**config.mk**
```make
export PLATFORM = sky130hd
export DESIGN_NAME = dna_transition_transversion_distance
export DESIGN_NICKNAME = d
export VERILOG_FILES = /design/src/rtl/core/dttd_pkg.sv /design/src/rtl/core/dna_transition_transversion_distance.sv /design/src/rtl/core/dttd_lane.sv /design/src/rtl/core/dttd_merge.sv /design/src/rtl/core/dttd_dist.sv
export SDC_FILE = /design/constraint.sdc
export NUM_CORES = 2
export LEC_CHECK = 0
export BUFFER_PORTS_ARGS = -buffer_cell sky130_fd_sc_hd__clkbuf_2
export CAP_MARGIN = 10
export CORE_ASPECT_RATIO = 1.4
export CORE_MARGIN = 8
export CORE_UTILIZATION = 45
export DETAILED_ROUTE_END_ITERATION = 7
export GPL_TIMING_DRIVEN = 0
export HOLD_SLACK_MARGIN = 0.12
export PLACE_DENSITY = 0.72
export SLEW_MARGIN = 20
export SYNTH_ARGS = -nofsm -noshare
export SYNTH_HDL_FRONTEND = slang
export SYNTH_SLANG_ARGS = --single-unit
```
**constraint.sdc**
```tcl
create_clock -name clock -period 6.9 [get_ports clock]
set_input_delay 1.38 -clock clock [delete_from_list [all_inputs] [get_ports clock]]
set_output_delay 1.38 -clock clock [all_outputs]
set_load 0.05 [all_outputs]
```
**src/rtl/core/dttd_pkg.sv**
```systemverilog
// Shared constants and types for the transition/transversion distance block.
package dttd_pkg;

   localparam int WORD_BITS  = 32;
   localparam int WORD_BASES = WORD_BITS / 2;
   localparam int COUNT_W    = 16;
   localparam int DIST_W     = 47;
   localparam int LANE_COUNT = 4;

   localparam logic [COUNT_W-1:0] COUNT_MAX         = '1;
   localparam logic [COUNT_W-1:0] TOTAL_BASES_RESET = 16'd32000;

   // XOR of two 2-bit bases
   localparam logic [1:0] DIFF_NONE       = 2'b00;
   localparam logic [1:0] DIFF_TRANSITION = 2'b10;

   typedef struct packed {
      logic [COUNT_W-1:0] n2;
      logic [COUNT_W-1:0] n1;
   } totals_type;

   typedef struct packed {
      logic signed [DIST_W-1:0] distance;
      logic [COUNT_W-1:0]       n2;
      logic [COUNT_W-1:0]       n1;
   } result_type;

endpackage

```
**src/rtl/core/dna_transition_transversion_distance.sv**
```systemverilog
// Top level: transition/transversion counter with distance term over DNA word pairs.
//
// Requests arrive on req_: tdata holds two aligned 32-bit words of 16 bases each,
// and tlast marks the final word pair of a sequence pair. Every request is split over
// parallel lanes that classify their bases; a merging stage adds the lane counts into
// two saturating 16-bit totals. On a last request the totals go to a four-stage
// multiply pipeline that forms (N-2n1-n2)^2*(N-2n2), saturated to 47 bits signed,
// and the result appears on rsp_. Non-last requests produce no result.
// One request is taken per cycle while req_tready is high.
// The multiply pipeline is the only place that can hold the input: if rsp_tready
// stays low, results back up in the pipeline stages and req_tready drops once a
// last request cannot move on, while ordinary words keep flowing into the totals.
// N is written on csr_, which is always ready; it should only change while idle.
// Reset clears both totals, empties the pipeline and sets N to 32000.
module dna_transition_transversion_distance #(
   parameter int LANE_COUNT = dttd_pkg::LANE_COUNT
) (
   input  logic        clock,
   input  logic        reset,
   input  logic        req_tvalid,
   output logic        req_tready,
   input  logic [63:0] req_tdata,   // word_a [31:0], word_b [63:32]
   input  logic        req_tlast,   // last_word
   output logic        rsp_tvalid,
   input  logic        rsp_tready,
   output logic [79:0] rsp_tdata,   // transitions [15:0], transversions [31:16],
                                    // distance_value [78:32], zero [79]
   input  logic        csr_valid,
   output logic        csr_ready,
   input  logic [15:0] csr_data     // total_bases
);

   localparam int BASES = dttd_pkg::WORD_BASES / LANE_COUNT;
   localparam int CNT_W = $clog2(BASES + 1);
   localparam int WB    = dttd_pkg::WORD_BITS;

   logic [dttd_pkg::COUNT_W-1:0] total_bases_ff;
   logic                         lv_ff;
   logic                         llast_ff;
   logic                         req_take;
   logic                         l_drain;
   logic                         step;
   logic                         dist_ready;
   logic [WB-1:0]                diff;
   logic [LANE_COUNT-1:0][CNT_W-1:0] lane_ts;
   logic [LANE_COUNT-1:0][CNT_W-1:0] lane_tv;
   dttd_pkg::totals_type         totals;
   dttd_pkg::result_type         result;

   assign csr_ready = 1'b1;

   always_ff @(posedge clock) begin
      if (reset) begin
         total_bases_ff <= dttd_pkg::TOTAL_BASES_RESET;
      end else if (csr_valid) begin
         total_bases_ff <= csr_data;
      end
   end

   assign diff       = req_tdata[WB-1:0] ^ req_tdata[2*WB-1:WB];
   assign l_drain    = !llast_ff || dist_ready;
   assign req_tready = !lv_ff || l_drain;
   assign req_take   = req_tvalid && req_tready;
   assign step       = lv_ff && l_drain;

   always_ff @(posedge clock) begin
      if (reset) begin
         lv_ff <= 1'b0;
      end else if (req_tready) begin
         lv_ff <= req_tvalid;
      end
   end

   always_ff @(posedge clock) begin
      if (req_take) begin
         llast_ff <= req_tlast;
      end
   end

   for (genvar g = 0; g < LANE_COUNT; g++) begin : g_lane
      dttd_lane #(
         .BASES (BASES)
      ) u_lane (
         .clock    (clock),
         .load     (req_take),
         .diff     (diff[2*BASES*g +: 2*BASES]),
         .ts_count (lane_ts[g]),
         .tv_count (lane_tv[g])
      );
   end

   dttd_merge #(
      .LANE_COUNT (LANE_COUNT)
   ) u_merge (
      .clock   (clock),
      .reset   (reset),
      .step    (step),
      .last    (llast_ff),
      .lane_ts (lane_ts),
      .lane_tv (lane_tv),
      .totals  (totals)
   );

   dttd_dist u_dist (
      .clock       (clock),
      .reset       (reset),
      .in_valid    (lv_ff && llast_ff),
      .in_ready    (dist_ready),
      .in_totals   (totals),
      .total_bases (total_bases_ff),
      .out_valid   (rsp_tvalid),
      .out_ready   (rsp_tready),
      .out_result  (result)
   );

   assign rsp_tdata = {1'b0, result.distance, result.n2, result.n1};

endmodule

```
**src/rtl/core/dttd_lane.sv**
```systemverilog
// One classification lane: counts transitions and transversions in a slice of bases.
module dttd_lane #(
   parameter int BASES = 4,
   localparam int CNT_W = $clog2(BASES + 1)
) (
   input  logic               clock,
   input  logic               load,
   input  logic [2*BASES-1:0] diff,
   output logic [CNT_W-1:0]   ts_count,
   output logic [CNT_W-1:0]   tv_count
);

   logic [CNT_W-1:0] ts_ff, ts_in;
   logic [CNT_W-1:0] tv_ff, tv_in;

   always_comb begin
      ts_in = '0;
      tv_in = '0;
      for (int i = 0; i < BASES; i++) begin
         case (diff[2*i +: 2])
            dttd_pkg::DIFF_NONE: begin
            end
            dttd_pkg::DIFF_TRANSITION: begin
               ts_in = ts_in + CNT_W'(1);
            end
            default: begin
               tv_in = tv_in + CNT_W'(1);
            end
         endcase
      end
   end

   always_ff @(posedge clock) begin
      if (load) begin
         ts_ff <= ts_in;
         tv_ff <= tv_in;
      end
   end

   assign ts_count = ts_ff;
   assign tv_count = tv_ff;

endmodule

```
**src/rtl/core/dttd_merge.sv**
```systemverilog
// Merging stage: sums the lane counts into two saturating totals per sequence pair.
module dttd_merge #(
   parameter int LANE_COUNT = dttd_pkg::LANE_COUNT,
   localparam int BASES = dttd_pkg::WORD_BASES / LANE_COUNT,
   localparam int CNT_W = $clog2(BASES + 1),
   localparam int SUM_W = $clog2(dttd_pkg::WORD_BASES + 1)
) (
   input  logic                                clock,
   input  logic                                reset,
   input  logic                                step,
   input  logic                                last,
   input  logic [LANE_COUNT-1:0][CNT_W-1:0]    lane_ts,
   input  logic [LANE_COUNT-1:0][CNT_W-1:0]    lane_tv,
   output dttd_pkg::totals_type                totals
);

   localparam int CW = dttd_pkg::COUNT_W;

   logic [CW-1:0]    n1_ff, n1_in;
   logic [CW-1:0]    n2_ff, n2_in;
   logic [SUM_W-1:0] ts_sum;
   logic [SUM_W-1:0] tv_sum;
   logic [CW:0]      n1_raw;
   logic [CW:0]      n2_raw;
   logic [CW-1:0]    n1_sat;
   logic [CW-1:0]    n2_sat;

   always_comb begin
      ts_sum = '0;
      tv_sum = '0;
      for (int l = 0; l < LANE_COUNT; l++) begin
         ts_sum = ts_sum + SUM_W'(lane_ts[l]);
         tv_sum = tv_sum + SUM_W'(lane_tv[l]);
      end
      n1_raw = {1'b0, n1_ff} + (CW+1)'(ts_sum);
      n2_raw = {1'b0, n2_ff} + (CW+1)'(tv_sum);
      n1_sat = n1_raw[CW] ? dttd_pkg::COUNT_MAX : n1_raw[CW-1:0];
      n2_sat = n2_raw[CW] ? dttd_pkg::COUNT_MAX : n2_raw[CW-1:0];

      n1_in = n1_ff;
      n2_in = n2_ff;
      if (step) begin
         // The last word closes the sequence pair and starts the next one from zero.
         n1_in = last ? '0 : n1_sat;
         n2_in = last ? '0 : n2_sat;
      end
   end

   always_ff @(posedge clock) begin
      if (reset) begin
         n1_ff <= '0;
         n2_ff <= '0;
      end else begin
         n1_ff <= n1_in;
         n2_ff <= n2_in;
      end
   end

   assign totals.n1 = n1_sat;
   assign totals.n2 = n2_sat;

endmodule

```
**src/rtl/core/dttd_dist.sv**
```systemverilog
// Four-stage pipeline for the distance term (N-2n1-n2)^2 * (N-2n2) with saturation.
module dttd_dist (
   input  logic                        clock,
   input  logic                        reset,
   input  logic                        in_valid,
   output logic                        in_ready,
   input  dttd_pkg::totals_type        in_totals,
   input  logic [dttd_pkg::COUNT_W-1:0] total_bases,
   output logic                        out_valid,
   input  logic                        out_ready,
   output dttd_pkg::result_type        out_result
);

   localparam int CW     = dttd_pkg::COUNT_W;
   localparam int DW     = dttd_pkg::DIST_W;
   localparam int A_W    = CW + 3;
   localparam int B_W    = CW + 2;
   localparam int SQ_W   = 2 * (CW + 2);
   localparam int HALF_W = SQ_W / 2;
   localparam int P_W    = HALF_W + 1 + B_W;
   localparam int D_W    = SQ_W + B_W + 1;

   localparam logic signed [DW-1:0] DIST_MAX = {1'b0, {(DW-1){1'b1}}};
   localparam logic signed [DW-1:0] DIST_MIN = {1'b1, {(DW-1){1'b0}}};

   // stage valid bits
   logic v1_ff, v2_ff, v3_ff, v4_ff;
   logic r1, r2, r3, r4;

   dttd_pkg::totals_type t1_ff, t2_ff, t3_ff;
   logic signed [A_W-1:0]    a_ff;
   logic signed [B_W-1:0]    b1_ff, b2_ff;
   logic [SQ_W-1:0]          sq_ff;
   logic signed [P_W-1:0]    p_hi_ff, p_lo_ff;
   dttd_pkg::result_type     res_ff, res_in;

   logic signed [A_W-1:0]    a_in;
   logic signed [B_W-1:0]    b_in;
   logic signed [2*A_W-1:0]  sq_full;
   logic signed [P_W-1:0]    p_hi_in, p_lo_in;
   logic signed [D_W-1:0]    d_sum;

   assign r4       = !v4_ff || out_ready;
   assign r3       = !v3_ff || r4;
   assign r2       = !v2_ff || r3;
   assign r1       = !v1_ff || r2;
   assign in_ready = r1;

   assign a_in = signed'(A_W'(total_bases)) - signed'(A_W'({in_totals.n1, 1'b0}))
                 - signed'(A_W'(in_totals.n2));
   assign b_in = signed'(B_W'(total_bases)) - signed'(B_W'({in_totals.n2, 1'b0}));

   assign sq_full = a_ff * a_ff;

   // The square is split in halves so each product stays near 18 by 18 bits.
   assign p_hi_in = signed'({1'b0, sq_ff[SQ_W-1:HALF_W]}) * b2_ff;
   assign p_lo_in = signed'({1'b0, sq_ff[HALF_W-1:0]}) * b2_ff;

   always_comb begin
      d_sum = (D_W'(p_hi_ff) <<< HALF_W) + D_W'(p_lo_ff);
      res_in.n1 = t3_ff.n1;
      res_in.n2 = t3_ff.n2;
      if (d_sum > D_W'(DIST_MAX)) begin
         res_in.distance = DIST_MAX;
      end else if (d_sum < D_W'(DIST_MIN)) begin
         res_in.distance = DIST_MIN;
      end else begin
         res_in.distance = d_sum[DW-1:0];
      end
   end

   always_ff @(posedge clock) begin
      if (reset) begin
         v1_ff <= 1'b0;
         v2_ff <= 1'b0;
         v3_ff <= 1'b0;
         v4_ff <= 1'b0;
      end else begin
         if (r1) v1_ff <= in_valid;
         if (r2) v2_ff <= v1_ff;
         if (r3) v3_ff <= v2_ff;
         if (r4) v4_ff <= v3_ff;
      end
   end

   always_ff @(posedge clock) begin
      if (r1) begin
         t1_ff <= in_totals;
         a_ff  <= a_in;
         b1_ff <= b_in;
      end
      if (r2) begin
         t2_ff <= t1_ff;
         sq_ff <= sq_full[SQ_W-1:0];
         b2_ff <= b1_ff;
      end
      if (r3) begin
         t3_ff   <= t2_ff;
         p_hi_ff <= p_hi_in;
         p_lo_ff <= p_lo_in;
      end
      if (r4) begin
         res_ff <= res_in;
      end
   end

   assign out_valid  = v4_ff;
   assign out_result = res_ff;

endmodule

```
After elaboration in Yosys (flattened, before gate mapping) --
Cells that the tools add are included.
Storage, ports and cells: bits of input ports 86, logic and storage cells 174, flip-flop bits (word level) 418, output and inout bits 83
Cells by class: magnitude comparators 2, bitwise gates (word level) 1, reductions and logical operators 47, multiplexer cells 37, multiply operators 3, eq/ne operators 16, add/subtract/negate cells 36
Operators with widths (count):
- $mul 19x18->37 | 2
- $mux 3 | 24
- $mux 16 | 4
- $add 55x37->55 | 1
- $gt 55x47->1 const B | 1
- $lt 55x47->1 const B | 1
- $add 3x1->3 const B | 16
- $mux 47 | 1
- $mul 19x19->36 | 1
- $sub 16x17->18 | 2
- $add 16x5->17 | 2
- $eq 2x2->1 const B | 16
- $logic_not 2->1 | 16
- $reduce_or 2->1 | 16
- $xor 32x32->32 | 1
- $add 5x3->5 | 4
- $sub 19x17->19 | 1
- $add 1x1->2 const B | 8
- $add 3x3->4 | 2
- $mux 1 | 8
- $logic_not 1->1 | 6
- $logic_or 1x1->1 | 6
- $logic_and 1x1->1 | 3

Logic depth before layout (Yosys ltp) --
depth in word-level cells 10, mapped depth 33

Cells and area by module --
Synthesis repeated with hierarchy kept, for this count alone.
Unflattened totals: cells, all modules 5334, area, all modules 53462.5 um^2
Modules (own cells, without submodules):
- dttd_dist | times used 1, area each 47997.3 um^2, cells an instance 4759
- dttd_merge | times used 1, area each 2731.4 um^2, cells an instance 326
- dttd_lane | times used 4, area each 435.4 um^2, cells an instance 38
- dna_transition_transversion_distance | times used 1, area each 992.2 um^2, cells an instance 97

Least setup slack after synthesis --
OpenSTA, ideal clock, no wires.
kind flip-flop to flip-flop, start point register g_lane[0].u_lane.ts_ff[0], end point register u_dist.a_ff[17] (data pin), path buffers 1, data required time 6628 ps, data arrival time 6971 ps, stages on the path, launching flop included 28, setup slack -343 ps, clock period less this slack 7243 ps, cells stage by stage edfxtp_1 > ha_1 > fa_1 > fa_1 > ha_1 > fa_1 > ha_1 > a21o_1 > a21oi_1 > o21bai_2 > nand4_1 > clkbuf_1 > nand2b_1 > ha_1 > inv_1 > or4b_1 > a32o_1 > a41o_1 > o311ai_4 > nand2_1 > xor2_1 > ha_1 > or3_1 > o31ai_1 > o211ai_1 > o41ai_1 > nor3b_1 > a31oi_1
RTL lines:
- start: declaration | RTL line dttd_lane.sv:13 | logic [CNT_W-1:0] ts_ff, ts_in;
- start signal: assignment | RTL line dttd_lane.sv:35 | ts_ff <= ts_in;
- end signal: assignment | RTL line dttd_dist.sv:89 | a_ff <= a_in;
- end: declaration | RTL line dttd_dist.sv:31 | logic signed [A_W-1:0] a_ff;

Worst setup path after layout --
start point register u_dist.a_ff[3], end point register u_dist.sq_ff[34] (data pin)
On the way: longest elaborated chain between the ends 1
Ends and longest elaborated chain:
- $mul 19x19->36 | RTL line dttd_dist.sv:53 | assign sq_full = a_ff * a_ff;
- named net u_dist.sq_full[34] | RTL line dttd_dist.sv:39 | logic signed [2*A_W-1:0] sq_full;
- end signal: assignment | RTL line dttd_dist.sv:94 | sq_ff <= sq_full[SQ_W-1:0];
- end: declaration | RTL line dttd_dist.sv:33 | logic [SQ_W-1:0] sq_ff;
The timed path passes the listed nets, and every way through them passes these cells. A chain may end at the register's enable or synchronous reset.

==> impl_metrics.env <==
export IMPL_maxSlewHeadroom=0.303
export IMPL_crit_path_end="u_dist.sq_ff[34]"
export IMPL_timing_fmax_mhz=142
export IMPL_rr_worst_depth=22
export IMPL_portBuffers=165
export IMPL_tritoncts="done"
export IMPL_grt_antenna_before_repair=5
export IMPL_syn_area_um2=53600
export IMPL_grt_max_degree=60
export IMPL_hold_buffers=0
export IMPL_path_cells="inv_2 > nor2_1 > fa_1 > fa_1 > fa_1 > fa_1 > inv_1 > fa_1 > fa_1 > inv_1 > ha_1 > ha_4 > a21oi_1 > o21ai_1 > a22oi_2 > nand3b_1 > o311a_4 > o31a_1 > o2111a_2 > o221ai_4 > a211o_1 > o311ai_4"
export IMPL_arrival_ns=7.39
export IMPL_first_pass_iters=8
export IMPL_slew_violations=0
export IMPL_drt_iter0_drc=2264
export IMPL_clkLatencyLatePin_ns=0.64
export IMPL_clkSlewWorstSetupHoldPaths_ns=0.07
export IMPL_place_congestion=0.973
export IMPL_crit_family="adder cells"
export IMPL_setup_violations=6
export IMPL_fin_nets=7126
export IMPL_critPathBufInv=3
export IMPL_min_from="u_dist.res_in[14]"
export IMPL_die_area_um2=131000
export IMPL_crit_start="u_dist.a_ff[3]"
export IMPL_worst_path_stages=22
export IMPL_worst_path_max_fanout=6
export IMPL_startpoint_type="flop"
export IMPL_ys_warn_count=0
export IMPL_htree_levels=2
export IMPL_ys_async_sr_fraction=0
export IMPL_grt_usage=0.222
export IMPL_cts_root_buf="clkbuf_16"
export IMPL_required_ns=7.26
export IMPL_viasPerCell=5.35
export IMPL_die_height_um=424
export IMPL_vias=39200
export IMPL_drv_cap=0
export IMPL_synth_cells=5329
export IMPL_crit_reg2reg_launch="u_dist.a_ff[3]"
export IMPL_wl_mm=145
export IMPL_finClkSkew_ns=0.0469
export IMPL_syn2layout_area_growth_pct=14.0
export IMPL_tightest_slew_ns=1.02
export IMPL_synth_distinct_cells=89
export IMPL_cts_inserted_buffers=45
export IMPL_die_w_um=308
export IMPL_setup_slack_ns=-0.136
export IMPL_rr_endpoint="u_dist.sq_ff[34]"
export IMPL_hold_violations=0
export IMPL_final_core_util=0.515
export IMPL_overflow=0
export IMPL_seq_area_frac_synth=0.224
export IMPL_ys_flop_type="edfxtp_1"
export IMPL_start_util=0.451
export IMPL_grt_pass1_wl_mm=227
export IMPL_rows=150
export IMPL_endpoint_kind="flop"
export IMPL_crit_top_cell="fa_1"
export IMPL_post_dp_hpwl_mm=115
export IMPL_clock_sinks=417
export IMPL_period_share=1.02
export IMPL_drc_errors=0
export IMPL_wl_per_cell_um=19.8
export IMPL_violations="setup timing"
export IMPL_pin_count=169
export IMPL_criticalPathCategory="reg2reg"
export IMPL_clock_tree_buffer_depth=3
export IMPL_ant_nets=0
export IMPL_synth_seq_cells=417
export IMPL_rsz0062_at_grt="yes"
export IMPL_slowest_stage="fa_1"
export IMPL_r2r_slack_ns=-0.14
export IMPL_postSynthAreaPerCell_um2=10.1
export IMPL_synth_edf_count=364
export IMPL_drive_gt1_frac=0.143
export IMPL_core_area_um2=119000
export IMPL_slowest_delay_ns=0.60
export IMPL_period_needed_ns=7.04
export IMPL_grt_pass1_vias=42200
export IMPL_status="finished, violations left"
export IMPL_hp_class="reg2reg"
[placed cells by master, fill, tap and decap left out, types with 95 or more instances in the layout]
master and count:
edfxtp_1 364, nand3_1 95, ha_1 479, xnor2_1 150, clkbuf_2 208, fa_1 815, a21oi_1 126, nor2_1 174
and2_1 278, inv_1 1045, buf_4 173, nand2_1 593
[cell families (layout without fill, tap and decap cells)]
family,after synthesis,after routing,share of synthesized area
AOI/OAI and AO/OA,573,573,0.0784
other,2,10,0.000140
muxes,26,26,0.00511
adders and majority gates,1353,1353,0.433
buffers and inverters,1278,1671,0.0907
DFF,417,417,0.224
and+or+nand+nor,1435,1435,0.129
xor gates and xnor gates,245,245,0.0400
[area by class of cell]
class | instances | area [um^2]
Antenna cell | 4 | 10.0
Buffer | 173 | 1180
Clock buffer | 51 | 1170
Clock inverter | 33 | 437
Fill cell | 10500 | 57700
Inverter | 1058 | 3990
Multi-Input combinational cell | 3638 | 37800
Sequential cell | 417 | 12000
Tap cell | 1596 | 2000
Timing Repair Buffer | 356 | 2540
[worst register-to-register path, stage by stage, from the launching register on]
cell and delay, ns:
edfxtp_1 0.55, inv_2 0.25, nor2_1 0.10, fa_1 0.51, fa_1 0.60, fa_1 0.45
fa_1 0.51, inv_1 0.05, fa_1 0.49, fa_1 0.49, inv_1 0.04, ha_1 0.30
ha_4 0.26, a21oi_1 0.17, o21ai_1 0.10, a22oi_2 0.21, nand3b_1 0.16, o311a_4 0.41
o31a_1 0.29, o2111a_2 0.29, o221ai_4 0.23, a211o_1 0.20, o311ai_4 0.09
[what timing repair did]
| action | in CTS | in global routing |
|---|---|---|
| buffers inserted | 141 | 44 |
| endpoints found under the setup margin | 64 | 37 |
| resized for setup | 268 | 190 |
| cloned | 1 | 0 |
| pin swaps | 58 | 113 |
[stage by stage]
stage	setup TNS [ns]	setup slack (ns)	std cells	area, um^2	hold WS (ns)
3_5_place_dp	-37.75	-1.61	7099	56700	0.405
4_1_cts	-0.667	-0.111	7287	60200	0.416
6_report	-0.632	-0.136	7326	61100	0.410
2_1_floorplan	-0.0489	-0.0489	5333	53700	0.400
3_3_place_gp	-33.60	-1.46	7094	56600	0.401
5_1_grt	-2.51	-0.389	7323	61100	0.417
[how the worst min path moves through the flow]
stage                                  endpoint  slack [ns]  depth (start not counted)
after floorplan                 u_dist.b2_ff[0]        0.40                          0
after global placement          u_dist.b2_ff[0]        0.40                          0
after detailed placement       u_dist.b2_ff[16]        0.40                          0
after CTS                       u_dist.b2_ff[2]        0.42                          0
after global routing            u_dist.b2_ff[2]        0.42                          0
final                     u_dist.out_result[14]        0.41                          0
[state kept, by name (all words and copies together) (netlist names)]
name	flops
u_dist.v3_ff	1
u_dist.res_in	32
u_dist.p_hi_ff	37
u_merge.n2_ff	16
u_merge.n1_ff	16
u_dist.out_valid	1
lv_ff	1
u_dist.out_result	79
u_dist.t2_ff	32
u_dist.b2_ff	18
u_dist.a_ff	19
u_dist.p_lo_ff	37
g_lane.u_lane.tv_count	12
g_lane.u_lane.ts_count	12
u_dist.v2_ff	1
u_dist.t1_ff	32
u_dist.v1_ff	1
llast_ff	1
u_dist.b1_ff	18
u_dist.sq_ff	35
total_bases_ff	16
[cells in the mapped netlist, types with 6 or more instances]
cell	instances	area, um^2
buf_4	7	52.6
nand3b_1	6	45.0
o21ai_0	81	405
nand3_1	98	490
fa_1	838	16800
inv_1	1057	3970
edfxtp_1	364	10900
o21a_1	24	180
ha_1	513	6420
o221ai_2	40	601
a31oi_1	18	113
and2_1	282	1760
xor2_1	92	806
a211o_1	15	131
nor2_1	180	676
dfxtp_1	53	1060
a22oi_1	34	255
mux2_2	11	124
nand4_1	60	375
or3_1	12	75.1
nand2_1	606	2270
o31ai_1	7	52.6
and3_1	22	138
nor2b_1	39	244
a211oi_1	17	128
nand2b_1	60	375
clkbuf_1	198	743
a21oi_1	146	731
mux2i_1	15	150
xnor2_1	153	1340
nor3_1	37	185
a21o_1	71	533
and4_1	8	70.1
o221ai_1	8	70.1
a21boi_0	8	60.1
o21bai_1	25	188
buf_2	8	40.0
or2_2	11	68.8
o211ai_1	12	90.1
[routing by layer]
metal  track usage  up-vias  wire, um  share of wire
li1              -    17700         -              -
met5             0        -        13       0.000090
met1         0.226    19400     48800           0.34
met4         0.168        2     13100          0.091
met3        0.0333      585      8320          0.057
met2         0.407     1472     74700           0.52
Power is not shown: default switching activity piles up to over one toggle a cycle in this logic, so the estimate is an artifact.
